`src/hw/rtl/lsag_pkg.sv`:
```
// ---------------------------------------------------------------------------
// Light-sensor auto-gain package
// Shared range-state type, gain step codes and fixed threshold constants.
// ---------------------------------------------------------------------------
package lsag_pkg;

	// Width of each count field on the input stream.
	localparam int unsigned COUNT_FIELD_BITS = 16;

	// Gain step codes.
	localparam logic [1:0] GAIN_1X  = 2'd0;
	localparam logic [1:0] GAIN_4X  = 2'd1;
	localparam logic [1:0] GAIN_16X = 2'd2;
	localparam logic [1:0] GAIN_64X = 2'd3;

	// Full scale at 1x gain and 50 ms, and the 80 percent thresholds of the
	// full scale divided by 1, 4, 16, 64 and 128.
	localparam int unsigned STEP_UNIT  = 18;
	localparam int unsigned FULL_SCALE = STEP_UNIT * 1024;
	localparam int unsigned THR0 = (FULL_SCALE * 8) / 10;
	localparam int unsigned THR1 = ((FULL_SCALE / 4) * 8) / 10;
	localparam int unsigned THR2 = ((FULL_SCALE / 16) * 8) / 10;
	localparam int unsigned THR3 = ((FULL_SCALE / 64) * 8) / 10;
	localparam int unsigned THR4 = ((FULL_SCALE / 128) * 8) / 10;

	// Timing register values: 256 minus the step unit times the grade.
	localparam logic [7:0] TIMING_50MS  = 8'(256 - STEP_UNIT * 1);
	localparam logic [7:0] TIMING_100MS = 8'(256 - STEP_UNIT * 2);

	// Measuring range held between items.
	typedef struct packed {
		logic [1:0] gain;
		logic       reduce;
		logic       long_time;
	} lsag_range_t;

	// Outcome of one decision.
	typedef struct packed {
		lsag_range_t range;
		logic        changed;
	} lsag_decision_t;

endpackage

```
`src/hw/rtl/lsag_decide.sv`:
```
// ---------------------------------------------------------------------------
// Light-sensor auto-gain range decision
// Combinational step of the range ladder for one measurement.
// ---------------------------------------------------------------------------
module lsag_decide #(
	parameter int unsigned CW = 16
) (
	input  logic [CW-1:0]          clear_count,
	input  logic [CW-1:0]          ir_count,
	input  lsag_pkg::lsag_range_t  cur,
	output lsag_pkg::lsag_decision_t result
);
	import lsag_pkg::*;

	function automatic logic both_below(input logic [31:0] a, input logic [31:0] b,
			input logic [31:0] t);
		both_below = (a < t) && (b < t);
	endfunction

	function automatic logic either_above(input logic [31:0] a, input logic [31:0] b,
			input logic [31:0] t);
		either_above = (a > t) || (b > t);
	endfunction

	logic [31:0] c0, r0;
	logic [31:0] c2, r2, c4, r4, c6, r6, c7, r7;
	logic [31:0] c_scaled, r_scaled;
	lsag_range_t nxt;

	assign c0 = 32'(clear_count);
	assign r0 = 32'(ir_count);
	assign c2 = c0 >> 2;
	assign r2 = r0 >> 2;
	assign c4 = c0 >> 4;
	assign r4 = r0 >> 4;
	assign c6 = c0 >> 6;
	assign r6 = r0 >> 6;
	assign c7 = c0 >> 7;
	assign r7 = r0 >> 7;
	// Counts times 1.5 for the reduce-factor release test.
	assign c_scaled = c0 + (c0 >> 1);
	assign r_scaled = r0 + (r0 >> 1);

	always_comb begin
		nxt = cur;
		if (cur.long_time) begin
			if (either_above(c7, r7, THR4)) begin
				nxt.long_time = 1'b0;
			end
		end else if (cur.reduce) begin
			if (both_below(c_scaled, r_scaled, THR0)) begin
				nxt.reduce = 1'b0;
			end
		end else begin
			unique case (cur.gain)
				GAIN_1X: begin
					if (both_below(c0, r0, THR1)) begin
						nxt.gain = GAIN_4X;
					end else if (either_above(c0, r0, THR0)) begin
						nxt.reduce = 1'b1;
					end
				end
				GAIN_4X: begin
					if (both_below(c2, r2, THR2)) begin
						nxt.gain = GAIN_16X;
					end else if (either_above(c2, r2, THR1)) begin
						nxt.gain = GAIN_1X;
					end
				end
				GAIN_16X: begin
					if (both_below(c4, r4, THR3)) begin
						nxt.gain = GAIN_64X;
					end else if (either_above(c4, r4, THR2)) begin
						nxt.gain = GAIN_4X;
					end
				end
				default: begin
					if (both_below(c6, r6, THR4)) begin
						nxt.long_time = 1'b1;
					end else if (either_above(c6, r6, THR3)) begin
						nxt.gain = GAIN_16X;
					end
				end
			endcase
		end
	end

	assign result.range   = nxt;
	// A change of the reduce flag alone does not count as a range change.
	assign result.changed = (nxt.gain != cur.gain) || (nxt.long_time != cur.long_time);

endmodule

```
`src/hw/rtl/light_sensor_auto_gain_unit.sv`:
```
// ---------------------------------------------------------------------------
// Light-sensor auto-gain unit
// Steps the gain and integration range of a color sensor per measurement.
// ---------------------------------------------------------------------------
// Each input item is one measurement (clear and IR counts); each produces
// exactly one result item carrying the new gain step, the reduce flag, the
// integration flag, the matching timing register value and a changed flag.
// An item passes an input register and a result register, so its result is
// offered on the output once it has moved into the result register, and one item
// is taken every cycle as long as results are drained. The range state
// advances at the edge where an item moves from the input register into the
// result register, so the next item always sees the range left by the one
// before it. When the result register is full and not taken, the input
// register holds and the input side stalls once that register is also full.
module light_sensor_auto_gain_unit #(
	// Counts are masked to this many low bits before use (8 to 24), capped at 16.
	parameter int unsigned COUNT_BITS = 16
) (
	input  logic        clk,
	input  logic        arst_n,
	// s_axis_tdata, from bit 0: clear_count[15:0], ir_count[15:0]
	input  logic        s_axis_tvalid,
	output logic        s_axis_tready,
	input  logic [31:0] s_axis_tdata,
	// m_axis_tdata, from bit 0: gain_step[1:0], reduce_active, long_integration,
	// timing_register[7:0], range_changed, three zero pad bits
	output logic        m_axis_tvalid,
	input  logic        m_axis_tready,
	output logic [15:0] m_axis_tdata
);
	import lsag_pkg::*;

	// Effective count width: the field width caps the mask.
	localparam int unsigned CW =
		(COUNT_BITS < COUNT_FIELD_BITS) ? COUNT_BITS : COUNT_FIELD_BITS;

	logic              valid_s1;
	logic [CW-1:0]     clear_s1;
	logic [CW-1:0]     ir_s1;
	logic              valid_s2;
	lsag_decision_t    result_s2;
	lsag_range_t       range_q;
	lsag_decision_t    decision;
	logic              advance_s1;
	logic              accept_in;

	// The result register can take a new item when empty or being drained.
	assign advance_s1    = !valid_s2 || m_axis_tready;
	assign s_axis_tready = !valid_s1 || advance_s1;
	assign accept_in     = s_axis_tvalid && s_axis_tready;

	lsag_decide #(
		.CW(CW)
	) u_decide (
		.clear_count (clear_s1),
		.ir_count    (ir_s1),
		.cur         (range_q),
		.result      (decision)
	);

	// Control state.
	always_ff @(posedge clk or negedge arst_n) begin
		if (!arst_n) begin
			valid_s1 <= 1'b0;
			valid_s2 <= 1'b0;
			range_q  <= '0;
		end else begin
			if (s_axis_tready) begin
				valid_s1 <= s_axis_tvalid;
			end
			if (advance_s1) begin
				valid_s2 <= valid_s1;
				if (valid_s1) begin
					range_q <= decision.range;
				end
			end
		end
	end

	// Payload registers.
	always_ff @(posedge clk) begin
		if (accept_in) begin
			clear_s1 <= s_axis_tdata[CW-1:0];
			ir_s1    <= s_axis_tdata[COUNT_FIELD_BITS +: CW];
		end
		if (advance_s1 && valid_s1) begin
			result_s2 <= decision;
		end
	end

	assign m_axis_tvalid = valid_s2;
	assign m_axis_tdata  = {
		3'b000,
		result_s2.changed,
		result_s2.range.long_time ? TIMING_100MS : TIMING_50MS,
		result_s2.range.long_time,
		result_s2.range.reduce,
		result_s2.range.gain
	};

endmodule

```
`config.mk`:
```
export PLATFORM = sky130hd
export DESIGN_NAME = light_sensor_auto_gain_unit
export DESIGN_NICKNAME = d
export VERILOG_FILES = /design/src/hw/rtl/lsag_pkg.sv /design/src/hw/rtl/lsag_decide.sv /design/src/hw/rtl/light_sensor_auto_gain_unit.sv
export SDC_FILE = /design/constraint.sdc
export NUM_CORES = 1
export LEC_CHECK = 0
export ABC_CLOCK_PERIOD_IN_PS = 9500
export BUFFER_PORTS_ARGS = -buffer_cell sky130_fd_sc_hd__buf_2
export CORE_UTILIZATION = 50
export DETAILED_ROUTE_END_ITERATION = 6
export PLACE_DENSITY = 0.7
export SYNTH_ARGS = -nofsm -noshare
export SYNTH_HDL_FRONTEND = slang
export SYNTH_SLANG_ARGS = --single-unit
```
`constraint.sdc`:
```
create_clock -name clk -period 9.5 [get_ports clk]
set_input_delay 0.475 -clock clk [delete_from_list [all_inputs] [get_ports clk]]
set_output_delay 0.475 -clock clk [all_outputs]
set_load 0.02 [all_outputs]
```
==> flow_metrics.tcl, run 1 <==
set metrics [dict create \
    synth_top_area_share_pct 22.9 \
    drc 0 \
    insertion_delay_ps 310 \
    worstMarginPinSlew_ps 640 \
    synth-seq-cells 43 \
    die-area_sq_um 10100 \
    p_leak_nw 2.30 \
    clkPwrFrac_pct 23.1 \
    areaGrowthSynthToFinish_pct 8.51 \
    final-hold-violation-count 0 \
    p_int_mw 0.403 \
    relSlewSlack_pct 56.9 \
    gp_congestion 0.963 \
    avgSynthCellArea_sq_um 8.80 \
    endpoint_kind "flip-flop" \
    setup_tns_ps 0 \
    wl_per_cell_um 16.5 \
    p_sw_mw 0.241 \
    clkTransAtPathRegs_ps 100 \
    synth_area_leaders "edfxtp_1 23%, ha_1 20%, a21oi_1 4.5%" \
    yosys.cell_types.count 71 \
    crit_type "reg2reg" \
    path_max_fanout 5 \
    root_buffer "clkbuf_8" \
    drv_cap 0 \
    r2r_cells 10 \
    htree_levels 2 \
    core_area_sq_um 9330 \
    cts_buffer_depth 2 \
    port_buffers 45 \
    cts_buffers 5 \
    antenna_found_initial 0 \
    comb_power_share_pct 38.7 \
    grt_pass1_wl_mm 19.6 \
    drv_slew 0 \
    wl_met1_mm 5.07 \
    dieHeight_um 100 \
    cts_tree "done" \
    cellPowerDensity_nw_per_um2 122 \
    wl_met3_um 619 \
    initial_core_util_pct 52.0 \
    syn_inst 551 \
    post_cts.repair.setup_buffers 0 \
    insertedDiodeCount 0 \
    fp-row-count 35 \
    vias_per_cell 6.02 \
    synth_warnings 0 \
    met2WireLength_mm 5.93 \
    fin_crit_sh_pct 35.7 \
    skew_ps 10.4 \
    die_w_um 100 \
    io_pins 54 \
    vias 4321 \
    crit_path_start_kind "flip-flop" \
    antenna_left 0 \
    post-synth-top-count-cell "ha_1" \
    grt_max_degree 33 \
    place_ws_ps 6130 \
    hold_class "in2reg" \
    fmax_ghz 0.295 \
    cp_data_arrival_time_ps 3570 \
    drive_gt1_share_pct 12.4 \
    synthesis.area_sq_um 4850 \
    synthFlopType "edfxtp_1" \
    wl_mm 11.9 \
    ys_async_sr_fraction_pct 14.0 \
    setup_viol 0 \
    synth_edf_count 37 \
    grt.total_usage_pct 24.2 \
    ys_seq_area_share_pct 26.0 \
    cp.required_ps 9680 \
    p_sw_share_pct 37.4 \
    clock-sinks 43 \
    peakVddDrop_uv 67.1 \
    dp_hpwl_mm 9.37 \
    first_pass_iters 4 \
    drt_iter0_markers 226 \
    synth_commonest_cells "79 x ha_1, 51 x inv_1, 44 x a21oi_1" \
    finalWorstPathRequiredPeriod_ps 3400 \
    hold_depth 1 \
    sequentialPowerShare_pct 38.2 \
    grt_pass1_vias 4148 \
    fin_nets 705 \
    grt_overflow 0 \
    setup_ws_ps 6100 \
    yosysTopAreaCell "edfxtp_1" \
    rsz0062_at_grt "false" \
    highest_layer "met4" \
    status "finished clean" \
]
-- layout by cell type (no fill, tap or decap), drive strengths merged, types with 8 or more instances in the layout --
| cell type | count |
|---|---|
| a21o | 9 |
| a21oi | 46 |
| buf | 46 |
| conb | 8 |
| edfxtp | 37 |
| ha | 79 |
| inv | 51 |
| nand2 | 32 |
| nand2b | 15 |
| nand3 | 11 |
| nand4 | 10 |
| nor2 | 27 |
| nor2b | 14 |
| nor3 | 12 |
| o21a | 8 |
| o21ai | 33 |
-- metal layers --
metal | track usage [%] | vias to the layer above
li1 | - | 2103
met1 | 30.3 | 2044
met2 | 42.7 | 152
met3 | 3.12 | 22
met4 | 8.81 | 0
met5 | 0 | -
-- critical path, stage by stage, from the launching register on --
cell,delay (ps)
edfxtp_1,490
ha_1,270
fa_1,430
a21oi_1,310
o21ai_1,130
o22ai_1,240
mux2_2,370
or4_1,510
a311oi_1,360
a21oi_1,90
nand2_1,90
-- final timing paths --
path	start	end	slack, ps
setup / recovery	ir_s1[1]	m_axis_tdata[2]	6100
hold reg to reg	valid_s1	m_axis_tvalid	500
hold / removal	s_axis_tdata[11]	clear_s1[11]	340
max in group asynchronous	arst_n	m_axis_tvalid	8820
setup reg to reg	ir_s1[1]	m_axis_tdata[2]	6100
min in group asynchronous	arst_n	range_q[1]	520
-- state kept, by name, indices dropped and copies added, names as in the netlist --
signal,flops
clear_s1,16
range_q,4
m_axis_tvalid,1
valid_s1,1
ir_s1,16
m_axis_tdata,5
-- area by class of cell --
cell class	instances	area, sq um
Multi-Input combinational cell	440	3290
Clock inverter	3	43.8
Fill cell	875	4070
Clock buffer	5	68.8
Tap cell	129	161
Sequential cell	43	1260
Inverter	51	191
Timing Repair Buffer	47	243
-- cells by family (layout without fill, tap and decap cells) --
group,count (synthesis),count (layout),synth area share (%)
buffers and inverters,74,106,6.55
XOR/XNOR,8,8,1.44
AO/OA/AOI/OAI,175,175,25.0
multiplexers,8,8,1.68
other,2,8,0.155
adder cells (fa/ha/maj),81,81,21.2
AND/OR/NAND/NOR,160,160,18.0
flip-flops,43,43,26.0
-- power groups by stage --
stage / clock network, mW / registers (mW) / logic (mW)
after detailed placement: 0 / 0.249 / 0.243
after global placement: 0 / 0.248 / 0.237
after floorplan: 0 / 0.245 / 0.187
after CTS: 0.152 / 0.245 / 0.245
after global routing: 0.158 / 0.248 / 0.275
final: 0.149 / 0.245 / 0.249
-- metrics by stage --
stage	utilization [%]	instances	hold WS [ps]	instance area, sq um	power, mW
2_1_floorplan	-	557	179	4870	0.432
3_3_place_gp	55.1	709	315	5140	0.485
3_5_place_dp	55.1	709	317	5140	0.492
4_1_cts	56.4	718	332	5260	0.641
5_1_grt	56.4	718	323	5260	0.681
6_report	56.4	718	338	5260	0.643
-- repair_timing --
action | CTS | global route
hold endpoints to repair | 6 | 0
hold buffers | 1 | 0
gates resized for setup | 0 | 0
(Power assumes the default switching activity.)
==> inputs of run 2 (changes only) <==
ABC_CLOCK_PERIOD_IN_PS = 3380   (was 9500)
clock period = 3.38 ns   (was 9.5 ns; I/O delays follow)
==> run 2 against run 1 <==
Against the previous run:
- flip-flop and latch count unchanged
- final cell count increased by 1.5%
- first-iteration DRC count increased by 2.2%
- largest power group unchanged
- largest cell class unchanged
- global-route usage decreased by 0.24 points
- total power increased to 2.7 times the previous value
- register-to-register slack got worse by 5900 ps
- worst setup slack got worse by 5900 ps
- combinational power increased to 2.9 times the previous value
==> flow_metrics.tcl, run 2 (synthesis results as in run 1) <==
set metrics [dict create \
    areaGrowthSynthToFinish_pct 10.2 \
    drive_gt1_share_pct 14.3 \
    insertion_delay_ps 300 \
    core_area_sq_um 9330 \
    grt_pass1_wl_mm 19.4 \
    cp_data_arrival_time_ps 3390 \
    dieHeight_um 100 \
    fin_crit_sh_pct 95.3 \
    path_cells "ha_1 > fa_1 > a21oi_2 > o21ai_0 > a21oi_1 > or4b_1 > a311o_1 > a2111oi_2 > a311oi_2 > nand2_1" \
    vias_per_cell 5.94 \
    seq_area_sq_um 1260 \
    first_pass_iters 5 \
    rsz0062_at_grt "false" \
    cts_buffer_depth 2 \
    setup_viol 0 \
    antenna_left 0 \
    peakVddDrop_uv 165 \
    port_buffers 45 \
    layout_common_cells "79 x ha_1, 51 x inv_1, 45 x buf_2, 44 x a21oi_1, 37 x edfxtp_1" \
    grt_max_degree 33 \
    drv_slew 0 \
    vias 4332 \
    fill_cells 850 \
    p_leak_nw 2.35 \
    clkTransAtPathRegs_ps 90 \
    crit_type "reg2reg" \
    wl_mm 11.6 \
    skew_ps 15.3 \
    die-area_sq_um 10100 \
    finalPower_mw 1.75 \
    htree_levels 2 \
    relSlewSlack_pct 56.2 \
    drc 0 \
    endpoint_kind "flip-flop" \
    io_pins 54 \
    crit_path_start_kind "flip-flop" \
    fp-row-count 35 \
    dp_hpwl_mm 9.18 \
    finalWorstPathRequiredPeriod_ps 3220 \
    clock-sinks 43 \
    grt_overflow 0 \
    final-hold-violation-count 0 \
    multi_input_area_sq_um 3310 \
    drt_iter0_markers 231 \
    fmax_ghz 0.310 \
    fin_nets 716 \
    cellPowerDensity_nw_per_um2 328 \
    die_w_um 100 \
    initial_core_util_pct 52.0 \
    grt_pass1_vias 4068 \
    drv_cap 0 \
    setup_tns_ps 0 \
    final_common_cell "ha_1" \
    cts_buffers 5 \
    worstMarginPinSlew_ps 651 \
    path_max_fanout 5 \
    gp_congestion 0.975 \
    status "finished clean" \
    insertedDiodeCount 0 \
    cp.required_ps 3550 \
    crit_slowest_cell "or4b_1" \
    grt.total_usage_pct 24.0 \
    antenna_found_initial 0 \
    wl_per_cell_um 16.0 \
    slowest_delay_ps 460 \
    cts_tree "done" \
    root_buffer "clkbuf_8" \
    hold_class "in2reg" \
]
==> run 2: cell types whose count changed in the layout (fill, tap and decap cells not counted), sizes merged <==
cell / change
buf: +11
clkbuf: +2
clkinv: -1
bufinv: -1
==> run 2: critical path: cells and delay by family (launching register included) <==
kind | cells | cell delay (ps)
AOI/OAI and AO/OA | 6 | 1410
and+or+nand+nor | 2 | 540
DFF | 1 | 430
adders and majority gates | 2 | 710
==> run 2: final timing paths <==
| kind | startpoint | endpoint | slack, ps | cells past startpoint |
|---|---|---|---|---|
| hold / removal | s_axis_tdata[0] | clear_s1[0] | 30 | 1 |
| setup / recovery | clear_s1[0] | m_axis_tdata[2] | 160 | 10 |
| min in group asynchronous | arst_n | range_q[3] | 220 | 2 |
| hold reg to reg | valid_s1 | m_axis_tvalid | 500 | 1 |
| setup reg to reg | clear_s1[0] | m_axis_tdata[2] | 160 | 10 |
| max in group asynchronous | arst_n | m_axis_tvalid | 2990 | 2 |
==> run 2: metal layers <==
metal	up-vias	wire length, um	track usage [%]
met1	2040	5170	31.0
met2	132	5740	42.1
met4	0	247	8.03
li1	2135	-	-
met5	-	0	0
met3	25	478	2.22
==> run 2: cell type report <==
cell class / instances / area share [%]
inverters: 51 / 3.58
repair buffers: 58 / 6.09
well taps: 129 / 3.02
clock buffers: 7 / 1.62
multi-input cells: 440 / 62.0
clock inverters: 1 / 0.0937
flip-flops and latches: 43 / 23.6
==> run 2: stage by stage <==
step / worst slack [ps] / util [%] / instances / area [sq um] / hold WS (ps)
after floorplan: 346 / - / 557 / 4870 / -127
after global placement: 205 / 55.9 / 719 / 5220 / 7.05
after detailed placement: 124 / 55.9 / 719 / 5220 / 8.23
after CTS: 94.0 / 57.0 / 728 / 5320 / 27.5
after global routing: 3.58 / 57.3 / 729 / 5340 / 19.0
final: 158 / 57.3 / 729 / 5340 / 32.8
==> run 2: timing repair <==
item / 4_1_cts / 5_1_grt
buffers inserted: 0 / 1
hold endpoints to repair: 6 / 0
hold buffers: 1 / 0
gates resized for setup: 0 / 3
endpoints found under the setup margin: 0 / 2
==> run 2: power breakdown <==
group	switching, mW	internal, mW	total (mW)	leakage [nW]
clock	0.186	0.165	0.351	0.0482
combinational	0.423	0.291	0.715	1.88
sequential	0.0553	0.632	0.687	0.423
total	0.664	1.09	1.75	2.35
==> inputs of run 3 (changes only) <==
SETUP_SLACK_MARGIN = 0.3   (was default)
==> run 3 against run 2 <==
Against the previous run:
- register-to-register slack better by 180 ps
- utilization is 3.9 points higher
- die area stayed put
- clock power hardly changed
- worst setup slack better by 180 ps
- non-clock buffer count is 22 higher
- clock skew is 1.8 ps lower
- global-route usage is 0.42 points higher
- sequential power hardly changed
- fmax is 5.8% higher
- largest cell class unchanged
- largest power group unchanged
==> flow_metrics.tcl, run 3 (synthesis results as in run 1) <==
set metrics [dict create \
    areaGrowthSynthToFinish_pct 17.7 \
    grt_max_degree 33 \
    endpoint_kind "flip-flop" \
    drt_iter0_markers 281 \
    fill_cells 819 \
    finalInstanceArea_sq_um 5710 \
    grt_pass1_vias 4122 \
    cp_data_arrival_time_ps 3100 \
    use_met3_pct 2.22 \
    slowest_delay_ps 510 \
    finalWorstPathRequiredPeriod_ps 3050 \
    p_leak_nw 2.46 \
    rsz0062_at_grt "true" \
    crit_type "reg2reg" \
    fin_crit_sh_pct 90.1 \
    path_cells "ha_4 > a211o_1 > a2111oi_4 > o31ai_2 > a221oi_2 > xnor2_1 > a41oi_2 > a311oi_2 > nand2_1" \
    vias 4447 \
    clkTransAtPathRegs_ps 90 \
    insertedDiodeCount 0 \
    setup_tns_ps 0 \
    gp_congestion 0.975 \
    fin_nets 738 \
    fp-row-count 35 \
    drv_cap 0 \
    root_buffer "clkbuf_8" \
    insertion_delay_ps 300 \
    dp_hpwl_mm 9.18 \
    crit_path_start_kind "flip-flop" \
    first_pass_iters 5 \
    crit_slowest_cell "edfxtp_1" \
    peakVddDrop_uv 159 \
    path_max_fanout 5 \
    placed_area_sq_um 5220 \
    status "finished clean" \
    cts_buffer_depth 2 \
    cp.required_ps 3430 \
    fmax_ghz 0.328 \
    die_w_um 100 \
    dieHeight_um 100 \
    crit_buf_inv 0 \
    fin_cells 751 \
    grt.total_usage_pct 24.4 \
    grt_overflow 0 \
    cts_buffers 5 \
    cellPowerDensity_nw_per_um2 322 \
    htree_levels 2 \
    initial_core_util_pct 52.0 \
    worstMarginPinSlew_ps 667 \
    antenna_left 0 \
    port_buffers 45 \
    dp.cells 719 \
    io_pins 54 \
    vias_per_cell 5.92 \
    drv_slew 0 \
    crit_family "compound AO/OA/AOI/OAI gates" \
    die-area_sq_um 10100 \
    drc 0 \
    relSlewSlack_pct 55.1 \
    clock-sinks 43 \
    grt_pass1_wl_mm 19.7 \
    use_met1_pct 31.5 \
    met2_usage_pct 42.9 \
    wl_per_cell_um 16.5 \
    drive_gt1_share_pct 22.3 \
    final_common_cell "ha_1" \
    hold_class "in2reg" \
    setup_viol 0 \
    core_area_sq_um 9330 \
    final-hold-violation-count 0 \
    wl_mm 12.4 \
    antenna_found_initial 0 \
    cts_tree "done" \
    busiest_layer "met2" \
    layout_common_cells "66 x ha_1, 49 x inv_1, 45 x buf_2, 43 x a21oi_1, 37 x edfxtp_1" \
    skew_ps 13.6 \
]
==> run 3: cell types whose count changed in the layout (fill, tap and decap cells not counted), moves of 3 or more <==
cell	before	now
buf_4	12	32
ha_1	79	66
ha_2	0	9
ha_4	0	4
a211oi_1	3	0
o31ai_1	4	1
o31ai_2	0	3
==> run 3: what timing repair did <==
item	in CTS	in global routing
setup endpoints to repair	2	2
pin swaps	2	14
hold buffers	1	0
hold endpoints to repair	6	0
buffers inserted	10	13
resized for setup	6	37
==> run 3: cell type report <==
cell class	instances	area, sq um	share of cell area [%]
clock buffer	7	86.3	1.51
multi-input combinational	440	3500	61.4
sequential	43	1260	22.1
tap	129	161	2.83
timing repair buffer	80	498	8.73
inverter	51	191	3.35
clock inverter	1	5.00	0.0877
==> run 3: report_power, final <==
| part | internal, mW | total, mW | switching, mW |
|---|---|---|---|
| registers | 0.632 | 0.684 | 0.0526 |
| clock network | 0.165 | 0.351 | 0.185 |
| logic | 0.340 | 0.801 | 0.461 |
==> run 3: path summary, 6_finish.rpt <==
path                                  start               to  slack [ps]  cells past startpoint
max reg2reg                        ir_s1[2]  m_axis_tdata[2]         330                      9
min                        s_axis_tdata[16]         ir_s1[0]          40                      1
max in group asynchronous            arst_n    m_axis_tvalid        2990                      2
min reg2reg                        valid_s1    m_axis_tvalid         500                      1
min in group asynchronous            arst_n       range_q[3]         220                      2
max                                ir_s1[2]  m_axis_tdata[2]         330                      9
==> run 3: layer usage <==
metal,share of wire [%],wire [um],vias to the layer above
met3,3.7,457,20
met2,51,6280,138
li1,-,-,2168
met5,0,0,-
met1,44,5420,2121
met4,1.7,210,0
==> run 3: stage by stage <==
step / util (%) / hold slack (ps) / setup WS, ps / total power, mW
6_report: 61.2 / 35.3 / 334 / 1.84
5_1_grt: 61.2 / 19.0 / 224 / 1.95
4_1_cts: 58.2 / 27.5 / 295 / 1.77
3_5_place_dp: 55.9 / 8.23 / 124 / 1.39
3_3_place_gp: 55.9 / 7.05 / 205 / 1.38
2_1_floorplan: - / -127 / 346 / 1.21
